<file path="config.mk">
export PLATFORM = sky130hd
export DESIGN_NAME = g6ad_row_mem
export DESIGN_NICKNAME = d
export VERILOG_FILES = /design/src/sv/g6ad_pkg.sv /design/src/sv/g6ad_row_mem.sv
export SDC_FILE = /design/constraint.sdc
export NUM_CORES = 2
export LEC_CHECK = 0
export ABC_AREA = 1
export BUFFER_PORTS_ARGS = -buffer_cell sky130_fd_sc_hd__buf_2
export CORE_ASPECT_RATIO = 0.7
export CORE_MARGIN = 1
export CORE_UTILIZATION = 50
export CTS_BUF_LIST = sky130_fd_sc_hd__clkbuf_8
export DETAILED_ROUTE_END_ITERATION = 8
export PLACE_DENSITY = 0.65
export REMOVE_ABC_BUFFERS = 1
export SLEW_MARGIN = 15
export SYNTH_ARGS = -nofsm -noshare
export SYNTH_HDL_FRONTEND = slang
export SYNTH_SLANG_ARGS = --single-unit
</file>
<file path="constraint.sdc">
create_clock -name clk -period 3.45 [get_ports clk]
set_clock_uncertainty 0.05 [all_clocks]
set_input_delay 0.1725 -clock clk [delete_from_list [all_inputs] [get_ports clk]]
set_output_delay 0.1725 -clock clk [all_outputs]
set_load 0.02 [all_outputs]
</file>
<file path="src/sv/g6ad_pkg.sv">
// Shared types and constants for the graph6 adjacency decoder.
// No dependencies.
`default_nettype none

package g6ad_pkg;

    localparam int MAX_VERTICES  = 64;
    localparam int HEADER_LENGTH = 10;

    localparam logic [1:0] OP_START = 2'd0;
    localparam logic [1:0] OP_FEED  = 2'd1;
    localparam logic [1:0] OP_READ  = 2'd2;

    localparam logic [2:0] PH_FIRST    = 3'd0;
    localparam logic [2:0] PH_HEADER   = 3'd1;
    localparam logic [2:0] PH_SIZE     = 3'd2;
    localparam logic [2:0] PH_LONG2    = 3'd3;
    localparam logic [2:0] PH_LONGREST = 3'd4;
    localparam logic [2:0] PH_DATA     = 3'd5;
    localparam logic [2:0] PH_END      = 3'd6;

    localparam logic [2:0] STS_BUSY     = 3'd0;
    localparam logic [2:0] STS_DONE     = 3'd1;
    localparam logic [2:0] STS_EMPTY    = 3'd2;
    localparam logic [2:0] STS_BAD_HEAD = 3'd3;
    localparam logic [2:0] STS_TOO_MANY = 3'd4;
    localparam logic [2:0] STS_NO_NL    = 3'd5;
    localparam logic [2:0] STS_BAD_DATA = 3'd6;

    localparam logic [7:0] CH_END  = 8'd0;
    localparam logic [7:0] CH_NL   = 8'd10;
    localparam logic [7:0] CH_HDR  = 8'd62;
    localparam logic [7:0] CH_LO   = 8'd63;
    localparam logic [7:0] CH_LONG = 8'd126;

    typedef struct packed {
        logic [1:0] opcode;
        logic [7:0] byte_in;
        logic [5:0] row_index;
    } in_beat_t;

    typedef struct packed {
        logic [2:0]  status;
        logic [6:0]  vertex_total;
        logic [2:0]  edges_added;
        logic [63:0] row_bits;
    } out_beat_t;

    typedef struct packed {
        logic        clear;
        logic        wr_en;
        logic [5:0]  wr_addr;
        logic [63:0] wr_data;
        logic [5:0]  rd_addr;
    } mem_req_t;

endpackage

`default_nettype wire

</file>
<file path="src/sv/g6ad_row_mem.sv">
// Adjacency row memory: 64 x 64 bits, one write and one read port, registered read.
// Per-row valid flags give the all-zero state after reset or clear. Uses g6ad_pkg.
`default_nettype none

module g6ad_row_mem (
    input  wire logic               clk,
    input  wire logic               rst_n,
    input  wire g6ad_pkg::mem_req_t req,
    output logic [63:0]             rd_row
);
    import g6ad_pkg::*;

    logic [63:0] mem [64];
    logic [63:0] rd_data_reg;
    logic [63:0] valid_reg;
    logic [63:0] valid_next;
    logic        rd_valid_reg;
    logic        rd_valid_next;

    always_ff @(posedge clk)
    begin
        if (req.wr_en)
        begin
            mem[req.wr_addr] <= req.wr_data;
        end
        rd_data_reg <= mem[req.rd_addr];
    end

    always_comb
    begin
        valid_next = valid_reg;
        if (req.clear)
        begin
            valid_next = '0;
        end
        else if (req.wr_en)
        begin
            valid_next[req.wr_addr] = 1'b1;
        end
        rd_valid_next = valid_reg[req.rd_addr] && !req.clear;
    end

    always_ff @(posedge clk or negedge rst_n)
    begin
        if (!rst_n)
        begin
            valid_reg    <= '0;
            rd_valid_reg <= 1'b0;
        end
        else
        begin
            valid_reg    <= valid_next;
            rd_valid_reg <= rd_valid_next;
        end
    end

    assign rd_row = rd_valid_reg ? rd_data_reg : '0;

endmodule

`default_nettype wire

</file>
==> impl_metrics.py <==
metrics = {
    "timing": {
        "fin_setup_tns_ns": 0,
        "max_slew_margin": 0.211,
        "min_period_ns": 3.20,
        "slew_viol_final": 0,
        "rsz0062_at_grt": "false",
        "fmax_ghz": 0.313,
        "finalSetupViolations": 0,
        "tightest_slew_ns": 1.18,
        "finalHoldViolCount": 0,
        "fin_ws_ns": 0.255,
        "min_period_over_period": 0.926,
    },
    "floorplanning": {
        "core-area_mm2": 0.333,
        "initial_utilization": 0.504,
        "die_height_um": 487,
        "fp.dieArea_mm2": 0.338,
        "chipWidth_um": 694,
        "ioPinCount": 144,
        "row_count": 177,
    },
    "cts": {
        "h-tree-depth": 6,
        "clock-sinks": 4225,
        "cts_max_path_buffers": 4,
        "cts.clk_slew.worst_paths_ns": 0.07,
        "post_cts_buffers": 0,
        "numCtsBuffers": 620,
        "clockRootBuffer": "clkbuf_8",
        "tritoncts": "yes",
        "clkLatencyLatePin_ns": 1.11,
    },
    "detailed_routing": {
        "post_drt_wl_per_cell_um": 26.4,
        "vias_per_cell": 5.93,
        "dr.pass1.iters": 6,
        "via_count": 112854,
        "drc": 0,
        "drtAntennaViolNets": 0,
        "finalWirelength_um": 504000,
        "drtIter0Drc": 16300,
    },
    "power": {
        "total_power_mw": 101,
        "internal_power_mw": 76.7,
        "share_comb_of_total_power": 0.062,
        "p_sw_frac": 0.239,
        "p_clk_frac": 0.373,
        "p_switching_mw": 24.1,
        "p_per_area_mw_per_mm2": 536,
        "power.leakage_nw": 67.0,
        "p_seq_frac": 0.565,
        "ir_worst_vdd_uv": 390,
    },
    "logic_synthesis": {
        "syn_area_mm2": 0.168,
        "ys.flop_type": "edfxtp_1",
        "yosysWarnings": 0,
        "ys_seq_area_frac": 0.751,
        "synth_edf_count": 4096,
        "synth_cell_types": 18,
        "async_reset_ff_frac": 0.0154,
        "synth-seq-cells": 4225,
        "synthCells": 13786,
        "avgSynthCellArea_um2": 12.2,
    },
    "worst_hold_path": {
        "whs_path_depth": 4,
        "hp-class": "input pin to flip-flop",
    },
    "cells_and_area": {
        "layout.nets": 14164,
        "drive_gt1_frac": 0.0911,
        "multiInputGateArea_mm2": 0.0378,
        "final_cell_mix": "nand2_1 (4,226), edfxtp_1 (4,096), nand3_1 (4,024)",
        "final_common_cell": "nand2_1",
        "regArea_mm2": 0.126,
        "largest_reg_flops": 4096,
        "syn_to_final_growth_pct": 12.0,
        "fillerInstances": 27114,
        "utilization": 0.564,
    },
    "run": {
        "cap_violations": 0,
    },
    "global_route": {
        "grt_max_degree": 199,
        "grt-ovfl-total": 0,
        "grt.total_usage": 0.292,
        "grt_pass1_vias": 104730,
        "antenna_found_initial": 17,
        "grt_pass1_wl_um": 727000,
    },
    "placement": {
        "place_hpwl_um": 251000,
        "place.gp.congestion": 0.807,
        "dp_slack_ns": 0.782,
        "port_buffers": 143,
    },
    "worst_setup_path": {
        "required_ns": 4.42,
        "critPathCaptureType": "flip-flop",
        "worstRegToRegCells": 9,
        "critPathArrivalTime_ns": 4.16,
        "path_max_fanout": 42,
        "crit_type": "input pin to flip-flop",
        "cp-start-kind": "input pin",
    },
    "run_status": {
        "status": "finished clean",
    },
}
## timing repair
item | 4_1_cts | 5_1_grt
hold endpoints to repair | 4688 | 0
hold buffers | 82 | 0
gates resized for setup | 0 | 0
endpoints found under the setup margin | 0 | 0
## power by group through the flow
stage               logic, mW  clock network [mW]  registers [mW]
floorplan                4.02                   0            57.9
global placement         6.06                   0            58.0
detailed placement       6.12                   0            58.0
CTS                      6.22                37.9            56.9
global route             6.81                40.1            56.9
finish                   6.28                37.6            56.9
## metal layers
layer | vias to the layer above | GRT usage | routed length [um]
li1 | 49723 | - | -
met3 | 1048 | 0.0539 | 61300
met2 | 6928 | 0.432 | 219000
met1 | 55145 | 0.437 | 205000
met4 | 10 | 0.102 | 18400
met5 | - | 0 | 60
## critical path, cell delays in order
cell	delay, ns
dlygate4sd3_1	0.58
buf_12	0.19
inv_8	0.50
buf_12	0.27
buf_12	0.26
buf_12	0.22
nand2_1	0.06
nand3_1	0.07
nand3_1	0.08
nand3_1	0.10
nand3_1	0.09
nand3_1	0.11
dlygate4sd3_1	0.54
and2_1	0.11
dlygate4sd3_1	0.53
## path summary, 6_finish.rpt
path	slack [ns]	endpoint	start
max reg2reg	1.08	rd_data_reg[24]$_DFF_P_	mem[62][24]$_DFFE_PP_
min reg2reg	0.45	valid_reg[56]$_DFFE_PN0P_	valid_reg[56]$_DFFE_PN0P_
min	0.11	mem[0][4]$_DFFE_PP_	req[74]
min in group asynchronous	0.22	valid_reg[34]$_DFFE_PN0P_	rst_n
max	0.25	rd_data_reg[24]$_DFF_P_	req[0]
max in group asynchronous	2.92	valid_reg[1]$_DFFE_PN0P_	rst_n
## cell usage after synthesis (2+ instances only)
library cell  number  area, um^2
dfxtp_1           64        1280
buf_2            531        2660
inv_2              4        15.0
clkbuf_1         254         953
and2_1            64         400
nand3_1         4024       20100
nand2_1         4226       15900
nor3_1            13        65.1
inv_1             96         360
buf_1            120         450
dfrtp_1           65        1630
edfxtp_1        4096      123000
o21ai_0            2        10.0
nor2_1           208         781
buf_4             16         120
## stage by stage
step | area (um^2) | hold slack, ns | cells
3_5_place_dp | 176000 | 0.231 | 17855
5_1_grt | 188000 | 0.106 | 19043
2_1_floorplan | 164000 | -0.173 | 12865
6_report | 188000 | 0.113 | 19045
3_3_place_gp | 176000 | 0.228 | 17855
4_1_cts | 188000 | 0.0171 | 19039
## cells by family (layout without fill, tap and decap cells)
logic type	count (synthesis)	in the layout	share of synthesized area
buffers and inverters	1022	1800	0.0272
AOI/OAI and AO/OA	4	4	0.000127
and+or+nand+nor	8535	8535	0.222
other	0	6	0
DFF	4225	4225	0.751
## cell type report
cell class                 instances  share of cell area
sequential                      4225               0.670
multi-input combinational       8539               0.201
clock buffer                     679              0.0497
timing repair buffer             597              0.0373
tap                             4475              0.0298
clock inverter                   423             0.00991
inverter                         101             0.00224
antenna                            6           0.0000799
(Power assumes the default switching activity.)
