<file path="config.mk">
export PLATFORM = sky130hd
export DESIGN_NAME = g6ad_ctrl
export DESIGN_NICKNAME = d
export VERILOG_FILES = /design/src/sv/g6ad_pkg.sv /design/src/sv/g6ad_ctrl.sv
export SDC_FILE = /design/constraint.sdc
export NUM_CORES = 1
export LEC_CHECK = 0
export BUFFER_PORTS_ARGS = -buffer_cell sky130_fd_sc_hd__buf_4
export CAP_MARGIN = 10
export CORE_MARGIN = 4
export CORE_UTILIZATION = 52
export CTS_CLUSTER_SIZE = 28
export DETAILED_ROUTE_END_ITERATION = 8
export PLACE_DENSITY = 0.84
export SYNTH_ARGS = -nofsm -noshare
export SYNTH_HDL_FRONTEND = slang
export SYNTH_SLANG_ARGS = --single-unit
export TNS_END_PERCENT = 100
</file>
<file path="constraint.sdc">
create_clock -name clk -period 3.6 [get_ports clk]
set_clock_uncertainty 0.15 [all_clocks]
set_input_delay 0 -clock clk [delete_from_list [all_inputs] [get_ports clk]]
set_output_delay 0 -clock clk [all_outputs]
set_load 0.005 [all_outputs]
</file>
<file path="src/sv/g6ad_pkg.sv">
// Shared types and constants for the graph6 adjacency decoder.
// No dependencies.
`default_nettype none

package g6ad_pkg;

    localparam int MAX_VERTICES  = 64;
    localparam int HEADER_LENGTH = 10;

    localparam logic [1:0] OP_START = 2'd0;
    localparam logic [1:0] OP_FEED  = 2'd1;
    localparam logic [1:0] OP_READ  = 2'd2;

    localparam logic [2:0] PH_FIRST    = 3'd0;
    localparam logic [2:0] PH_HEADER   = 3'd1;
    localparam logic [2:0] PH_SIZE     = 3'd2;
    localparam logic [2:0] PH_LONG2    = 3'd3;
    localparam logic [2:0] PH_LONGREST = 3'd4;
    localparam logic [2:0] PH_DATA     = 3'd5;
    localparam logic [2:0] PH_END      = 3'd6;

    localparam logic [2:0] STS_BUSY     = 3'd0;
    localparam logic [2:0] STS_DONE     = 3'd1;
    localparam logic [2:0] STS_EMPTY    = 3'd2;
    localparam logic [2:0] STS_BAD_HEAD = 3'd3;
    localparam logic [2:0] STS_TOO_MANY = 3'd4;
    localparam logic [2:0] STS_NO_NL    = 3'd5;
    localparam logic [2:0] STS_BAD_DATA = 3'd6;

    localparam logic [7:0] CH_END  = 8'd0;
    localparam logic [7:0] CH_NL   = 8'd10;
    localparam logic [7:0] CH_HDR  = 8'd62;
    localparam logic [7:0] CH_LO   = 8'd63;
    localparam logic [7:0] CH_LONG = 8'd126;

    typedef struct packed {
        logic [1:0] opcode;
        logic [7:0] byte_in;
        logic [5:0] row_index;
    } in_beat_t;

    typedef struct packed {
        logic [2:0]  status;
        logic [6:0]  vertex_total;
        logic [2:0]  edges_added;
        logic [63:0] row_bits;
    } out_beat_t;

    typedef struct packed {
        logic        clear;
        logic        wr_en;
        logic [5:0]  wr_addr;
        logic [63:0] wr_data;
        logic [5:0]  rd_addr;
    } mem_req_t;

endpackage

`default_nettype wire

</file>
<file path="src/sv/g6ad_ctrl.sv">
// Parser and edge sequencer: header/count decoding, then per set data bit a
// read-modify-write of both mirror rows. Uses g6ad_pkg; drives the row memory through mem_req.
`default_nettype none

module g6ad_ctrl (
    input  wire logic                clk,
    input  wire logic                rst_n,
    input  wire logic                in_valid,
    output logic                     in_ready,
    input  wire g6ad_pkg::in_beat_t  in_data,
    output logic                     res_valid,
    input  wire logic                res_ready,
    output g6ad_pkg::out_beat_t      res,
    output g6ad_pkg::mem_req_t       mem_req,
    input  wire logic [63:0]         rd_row
);
    import g6ad_pkg::*;

    localparam logic [2:0] S_IDLE   = 3'd0;
    localparam logic [2:0] S_SCAN   = 3'd1;
    localparam logic [2:0] S_EDGE_A = 3'd2;
    localparam logic [2:0] S_EDGE_B = 3'd3;
    localparam logic [2:0] S_RDROW  = 3'd4;
    localparam logic [2:0] S_PUSH   = 3'd5;

    logic [2:0]  state_reg,     state_next;
    logic [2:0]  phase_reg,     phase_next;
    logic [3:0]  hdr_left_reg,  hdr_left_next;
    logic [1:0]  size_left_reg, size_left_next;
    logic [17:0] count_reg,     count_next;
    logic [6:0]  col_reg,       col_next;
    logic [5:0]  row_reg,       row_next;
    logic [2:0]  err_reg,       err_next;
    logic [5:0]  bits_reg,      bits_next;
    logic [2:0]  bits_left_reg, bits_left_next;
    logic [2:0]  edges_reg,     edges_next;
    logic [63:0] rowbits_reg,   rowbits_next;

    logic [7:0]  c;
    logic [7:0]  c_off;
    logic        c_ok;
    logic [2:0]  eff_phase;
    logic        fin;
    logic [2:0]  fin_code;
    logic        enter;
    logic        adv;
    logic        scan_stop;
    logic        cur_bit;

    assign c         = in_data.byte_in;
    assign c_off     = c - CH_LO;
    assign c_ok      = (c >= CH_LO) && (c <= CH_LONG);
    assign eff_phase = (phase_reg == PH_FIRST && c_ok) ? PH_SIZE : phase_reg;
    assign scan_stop = (bits_left_reg == 3'd0) || ({11'b0, col_reg} >= count_reg);
    assign cur_bit   = bits_reg[3'(bits_left_reg - 3'd1)];

    always_comb
    begin
        state_next     = state_reg;
        phase_next     = phase_reg;
        hdr_left_next  = hdr_left_reg;
        size_left_next = size_left_reg;
        count_next     = count_reg;
        col_next       = col_reg;
        row_next       = row_reg;
        err_next       = err_reg;
        bits_next      = bits_reg;
        bits_left_next = bits_left_reg;
        edges_next     = edges_reg;
        rowbits_next   = rowbits_reg;
        mem_req        = '0;
        mem_req.rd_addr = row_reg;
        fin            = 1'b0;
        fin_code       = STS_BUSY;
        enter          = 1'b0;
        adv            = 1'b0;

        case (state_reg)
            S_IDLE:
            begin
                if (in_valid)
                begin
                    edges_next   = '0;
                    rowbits_next = '0;
                    state_next   = S_PUSH;
                    case (in_data.opcode)
                        OP_START:
                        begin
                            phase_next     = PH_FIRST;
                            hdr_left_next  = '0;
                            size_left_next = '0;
                            count_next     = '0;
                            col_next       = 7'd1;
                            row_next       = '0;
                            err_next       = STS_BUSY;
                            mem_req.clear  = 1'b1;
                        end
                        OP_FEED:
                        begin
                            case (eff_phase)
                                PH_FIRST:
                                begin
                                    if (c == CH_END)
                                    begin
                                        fin = 1'b1; fin_code = STS_EMPTY;
                                    end
                                    else if (c == CH_HDR)
                                    begin
                                        hdr_left_next = 4'(HEADER_LENGTH - 1);
                                        phase_next = (HEADER_LENGTH - 1 != 0) ? PH_HEADER
                                                                              : PH_SIZE;
                                    end
                                    else
                                    begin
                                        fin = 1'b1; fin_code = STS_BAD_HEAD;
                                    end
                                end
                                PH_HEADER:
                                begin
                                    if (c == CH_END)
                                    begin
                                        fin = 1'b1; fin_code = STS_NO_NL;
                                    end
                                    else
                                    begin
                                        hdr_left_next = hdr_left_reg - 4'd1;
                                        if (hdr_left_reg == 4'd1)
                                        begin
                                            phase_next = PH_SIZE;
                                        end
                                    end
                                end
                                PH_SIZE:
                                begin
                                    if (c == CH_END)
                                    begin
                                        fin = 1'b1; fin_code = STS_NO_NL;
                                    end
                                    else if (!c_ok)
                                    begin
                                        fin = 1'b1; fin_code = STS_BAD_HEAD;
                                    end
                                    else if (c == CH_LONG)
                                    begin
                                        count_next = '0;
                                        phase_next = PH_LONG2;
                                    end
                                    else
                                    begin
                                        count_next = {12'b0, c_off[5:0]};
                                        enter      = 1'b1;
                                    end
                                end
                                PH_LONG2:
                                begin
                                    if (c == CH_END)
                                    begin
                                        fin = 1'b1; fin_code = STS_NO_NL;
                                    end
                                    else if (c == CH_LONG)
                                    begin
                                        fin = 1'b1; fin_code = STS_TOO_MANY;
                                    end
                                    else if (!c_ok)
                                    begin
                                        fin = 1'b1; fin_code = STS_BAD_HEAD;
                                    end
                                    else
                                    begin
                                        count_next     = {12'b0, c_off[5:0]};
                                        size_left_next = 2'd2;
                                        phase_next     = PH_LONGREST;
                                    end
                                end
                                PH_LONGREST:
                                begin
                                    if (c == CH_END)
                                    begin
                                        fin = 1'b1; fin_code = STS_NO_NL;
                                    end
                                    else if (!c_ok)
                                    begin
                                        fin = 1'b1; fin_code = STS_BAD_HEAD;
                                    end
                                    else
                                    begin
                                        count_next     = {count_reg[11:0], c_off[5:0]};
                                        size_left_next = size_left_reg - 2'd1;
                                        enter          = (size_left_reg == 2'd1);
                                    end
                                end
                                PH_DATA:
                                begin
                                    if (c == CH_NL)
                                    begin
                                        fin = 1'b1; fin_code = STS_DONE;
                                    end
                                    else if (c == CH_END)
                                    begin
                                        fin = 1'b1; fin_code = STS_NO_NL;
                                    end
                                    else if (!c_ok)
                                    begin
                                        fin = 1'b1; fin_code = STS_BAD_DATA;
                                    end
                                    else
                                    begin
                                        bits_next      = c_off[5:0];
                                        bits_left_next = 3'd6;
                                        state_next     = S_SCAN;
                                    end
                                end
                                default:
                                begin
                                end
                            endcase
                        end
                        OP_READ:
                        begin
                            mem_req.rd_addr = in_data.row_index;
                            state_next      = S_RDROW;
                        end
                        default:
                        begin
                        end
                    endcase
                end
            end
            S_SCAN:
            begin
                if (scan_stop)
                begin
                    state_next = S_PUSH;
                end
                else if (cur_bit)
                begin
                    mem_req.rd_addr = row_reg;
                    state_next      = S_EDGE_A;
                end
                else
                begin
                    adv = 1'b1;
                end
            end
            S_EDGE_A:
            begin
                mem_req.wr_en   = 1'b1;
                mem_req.wr_addr = row_reg;
                mem_req.wr_data = rd_row | (64'd1 << col_reg[5:0]);
                mem_req.rd_addr = col_reg[5:0];
                state_next      = S_EDGE_B;
            end
            S_EDGE_B:
            begin
                mem_req.wr_en   = 1'b1;
                mem_req.wr_addr = col_reg[5:0];
                mem_req.wr_data = rd_row | (64'd1 << row_reg);
                edges_next      = edges_reg + 3'd1;
                adv             = 1'b1;
                state_next      = S_SCAN;
            end
            S_RDROW:
            begin
                rowbits_next = rd_row;
                state_next   = S_PUSH;
            end
            S_PUSH:
            begin
                if (res_ready)
                begin
                    state_next = S_IDLE;
                end
            end
            default:
            begin
                state_next = S_IDLE;
            end
        endcase

        // step to the next upper-triangle pair
        if (adv)
        begin
            bits_left_next = bits_left_reg - 3'd1;
            if (({1'b0, row_reg} + 7'd1) == col_reg)
            begin
                row_next = '0;
                col_next = col_reg + 7'd1;
            end
            else
            begin
                row_next = row_reg + 6'd1;
            end
        end

        if (enter)
        begin
            if (count_next > 18'(MAX_VERTICES))
            begin
                fin      = 1'b1;
                fin_code = STS_TOO_MANY;
            end
            else
            begin
                col_next   = 7'd1;
                row_next   = '0;
                phase_next = PH_DATA;
            end
        end

        if (fin)
        begin
            if (phase_reg < PH_DATA)
            begin
                count_next = '0;
            end
            err_next   = fin_code;
            phase_next = PH_END;
        end
    end

    always_ff @(posedge clk or negedge rst_n)
    begin
        if (!rst_n)
        begin
            state_reg     <= S_IDLE;
            phase_reg     <= PH_FIRST;
            hdr_left_reg  <= '0;
            size_left_reg <= '0;
            count_reg     <= '0;
            col_reg       <= 7'd1;
            row_reg       <= '0;
            err_reg       <= STS_BUSY;
            bits_left_reg <= '0;
            edges_reg     <= '0;
        end
        else
        begin
            state_reg     <= state_next;
            phase_reg     <= phase_next;
            hdr_left_reg  <= hdr_left_next;
            size_left_reg <= size_left_next;
            count_reg     <= count_next;
            col_reg       <= col_next;
            row_reg       <= row_next;
            err_reg       <= err_next;
            bits_left_reg <= bits_left_next;
            edges_reg     <= edges_next;
        end
    end

    always_ff @(posedge clk)
    begin
        bits_reg    <= bits_next;
        rowbits_reg <= rowbits_next;
    end

    assign in_ready         = (state_reg == S_IDLE);
    assign res_valid        = (state_reg == S_PUSH);
    assign res.status       = err_reg;
    assign res.vertex_total = (phase_reg >= PH_DATA) ? count_reg[6:0] : 7'd0;
    assign res.edges_added  = edges_reg;
    assign res.row_bits     = rowbits_reg;

endmodule

`default_nettype wire

</file>
==> metrics.csv <==
metric;value;unit
status;finished clean;
DRC viols;0;
GRT Util Overall;36.8;%
syn_area_per_cell;8.90;µm²
max cap viols;0;
num rows;44;
maximum clock path buffer count;2;
Hold Path Class;in2async;
dpl ws;0.252;ns
layout cells sized above 1;29.3;%
YS warnings;0;
Yosys cell types;82;
Setup Crit Path Kind;reg2out;
Core Box Area;0.0146;mm²
grt total ovfl;0;
Post-Syn Area;0.00784;mm²
Initial Util;53.5;%
DRT antenna net count;0;
final wirelength;32300;µm
Vert. Die Dim;131;µm
Root Driver;clkbuf_16;
FF-to-FF path depth;10;
fin crit period;3.43;ns
Layout Nets;1302;
Critical Path AT;3.28;ns
Worst-Skew Late Latency;0.43;ns
synthesis-to-finish area growth;45.4;%
Final Power;8.21;mW
VDD IR-drop max;0.445;mV
max reg flops;64;
cell count after placement;1283;
Pwr per Cell Area;720;mW/mm²
Final Hold Fails;0;
DIE AREA;0.0171;mm²
main flop type after synthesis;edfxtp_1;
DR vias;8722;
I/O pin total;241;
DRT iter0 DRCs;1055;
Slew @ Worst Pin;0.756;ns
non-filler instance count after layout;1392;
first-pass GRT wire length;47600;µm
Worst Path Max Fanout;13;
crit start category;register;
Post-Syn Instances;880;
Num CTS Buffers;17;
clock share of power;22.8;%
ys async rst share;42.6;%
gpl congestion;0.964;
CTS Sinks;122;
final-report setup violation count;0;
CTS tree;yes;
Sw Share;39.4;%
count of flip-flops with a built-in enable after synthesis;70;
largest net degree at the start of global routing;65;
Pleak;5.08;nW
Max Transition Viols Final;0;
worst endpoint required time;3.45;ns
1st-pass router iterations;6;
initial antenna violation count;0;
Die X;131;µm
max frequency;292;MHz
htree depth;4;
Net Count, Synth;986;
Vias/cell;6.27;
Wirelength per Cell;23.2;µm
DP Wirelength;21600;µm
Worst-path clk slew;0.06;ns
post-route worst setup slack;0.170;ns
Max-slew headroom;49.6;%
NetSw;3.23;mW
vias in the first global route;8157;
synthesized flop and latch total;122;
Final Cycle Share;95.3;%
register area share after synthesis;43.4;%
Pint;4.98;mW
Critical Path End Type;output port;
sequential cell fraction of total power;31.2;%
antenna fix cells;0;
I/O Buffers;240;
combinational power share;46.0;%
## cell usage after synthesis (5+ instances only)
cell | number | share of area, %
a21boi_0 | 7 | 0.67
a21o_1 | 5 | 0.48
a21oi_1 | 88 | 5.6
a22o_1 | 10 | 1.1
a22oi_1 | 14 | 1.3
a31oi_1 | 12 | 0.96
and2_1 | 79 | 6.3
and3_1 | 9 | 0.72
clkbuf_1 | 51 | 2.4
dfrtp_1 | 51 | 16
edfxtp_1 | 70 | 27
ha_1 | 22 | 3.5
inv_1 | 28 | 1.3
nand2_1 | 70 | 3.4
nand2b_1 | 6 | 0.48
nand3_1 | 27 | 1.7
nor2_1 | 106 | 5.1
nor2_2 | 10 | 0.80
nor2b_1 | 11 | 0.88
nor3_1 | 26 | 1.7
nor3b_1 | 7 | 0.67
nor4_1 | 7 | 0.56
o211ai_1 | 5 | 0.48
o21a_1 | 5 | 0.48
o21ai_0 | 37 | 2.4
xnor2_1 | 10 | 1.1
xor2_1 | 6 | 0.67
## critical path, stage by stage, from the launching register on
cell	delay [ns]
dfrtp_1	0.38
buf_4	0.17
inv_1	0.17
nand2_2	0.08
inv_1	0.14
and2_2	0.34
mux2i_1	0.46
nand2_1	0.18
nor2_1	0.48
a21oi_1	0.17
nor2_1	0.13
buf_4	0.13
## placed cells by master (no fill, tap or decap), types with 9 or more instances in the layout
cell / instances
buf_4: 276
nor2_1: 105
a21oi_1: 88
and2_1: 78
dlygate4sd3_1: 76
edfxtp_1: 70
nand2_1: 69
dfrtp_1: 51
o21ai_0: 37
inv_1: 28
nand3_1: 27
nor3_1: 25
ha_1: 22
clkbuf_16: 17
a22oi_1: 14
a31oi_1: 11
nor2_2: 11
a22o_1: 10
xnor2_1: 10
and3_1: 9
## area by class of cell
type | count | area, µm²
Multi-Input combinational cell | 672 | 4150
Sequential cell | 122 | 3400
Fill cell | 890 | 3250
Timing Repair Buffer | 354 | 2870
Clock buffer | 17 | 425
Tap cell | 184 | 230
Clock inverter | 14 | 203
Inverter | 29 | 109
## repair_timing
| action | in CTS | in global routing |
|---|---|---|
| hold buffers | 76 | 0 |
| endpoints found under the hold margin | 126 | 0 |
| setup endpoints to repair | 0 | 65 |
| resized for setup | 0 | 13 |
| buffers inserted | 0 | 2 |
## power by group through the flow
stage,Sequential [mW],Clock (mW),Combinational [mW]
2_1_floorplan,2.43,0,1.91
3_3_place_gp,2.54,0,3.46
6_report,2.56,1.87,3.77
5_1_grt,2.60,1.94,4.06
3_5_place_dp,2.55,0,3.50
4_1_cts,2.53,1.87,3.62
## kinds of logic (layout without fill, tap and decap cells)
logic type,after synthesis,after routing,share of synthesized area (%)
XOR/XNOR,16,16,1.79
AND/OR/NAND/NOR,388,388,25.6
adder cells (fa/ha/maj),22,22,3.51
flip-flops,122,122,43.4
AO/OA/AOI/OAI,238,238,20.0
buffers and inverters,86,414,4.44
multiplexers,8,8,1.23
## path summary, 6_finish.rpt
| path | start | endpoint | slack, ns |
|---|---|---|---|
| max in group asynchronous | rst_n | edges_reg[1] | 2.84 |
| hold reg to reg | edges_reg[2] | edges_reg[2] | 0.36 |
| min in group clk | in_data[12] | count_reg[3] | 0.11 |
| hold / removal | rst_n | hdr_left_reg[2] | 0.006 |
| setup / recovery | state_reg[2] | mem_req[55] | 0.17 |
| setup reg to reg | phase_reg[2] | count_reg[17] | 0.33 |
## layer usage
layer / wire length, µm / share of wire, % / vias to the layer above / global-route usage [%]
li1: - / - / 3801 / -
met2: 14900 / 46 / 695 / 57.0
met3: 3610 / 11 / 140 / 10.9
met5: 0 / 0 / - / 0
met1: 12000 / 37 / 4086 / 46.8
met4: 1720 / 5.3 / 0 / 19.1
## stage by stage
stage               TNS, ns  util, %  cell area (µm²)  hold slack (ns)
floorplan                 0        -             7840           -0.446
global placement          0     67.7             9920          -0.0723
detailed placement        0     67.7             9920          -0.0669
CTS                       0     77.2            11300           0.0290
global route        -0.0281     77.8            11400           0.0679
finish                    0     77.8            11400          0.00569
No activity file was read; power rests on OpenSTA's default activity.
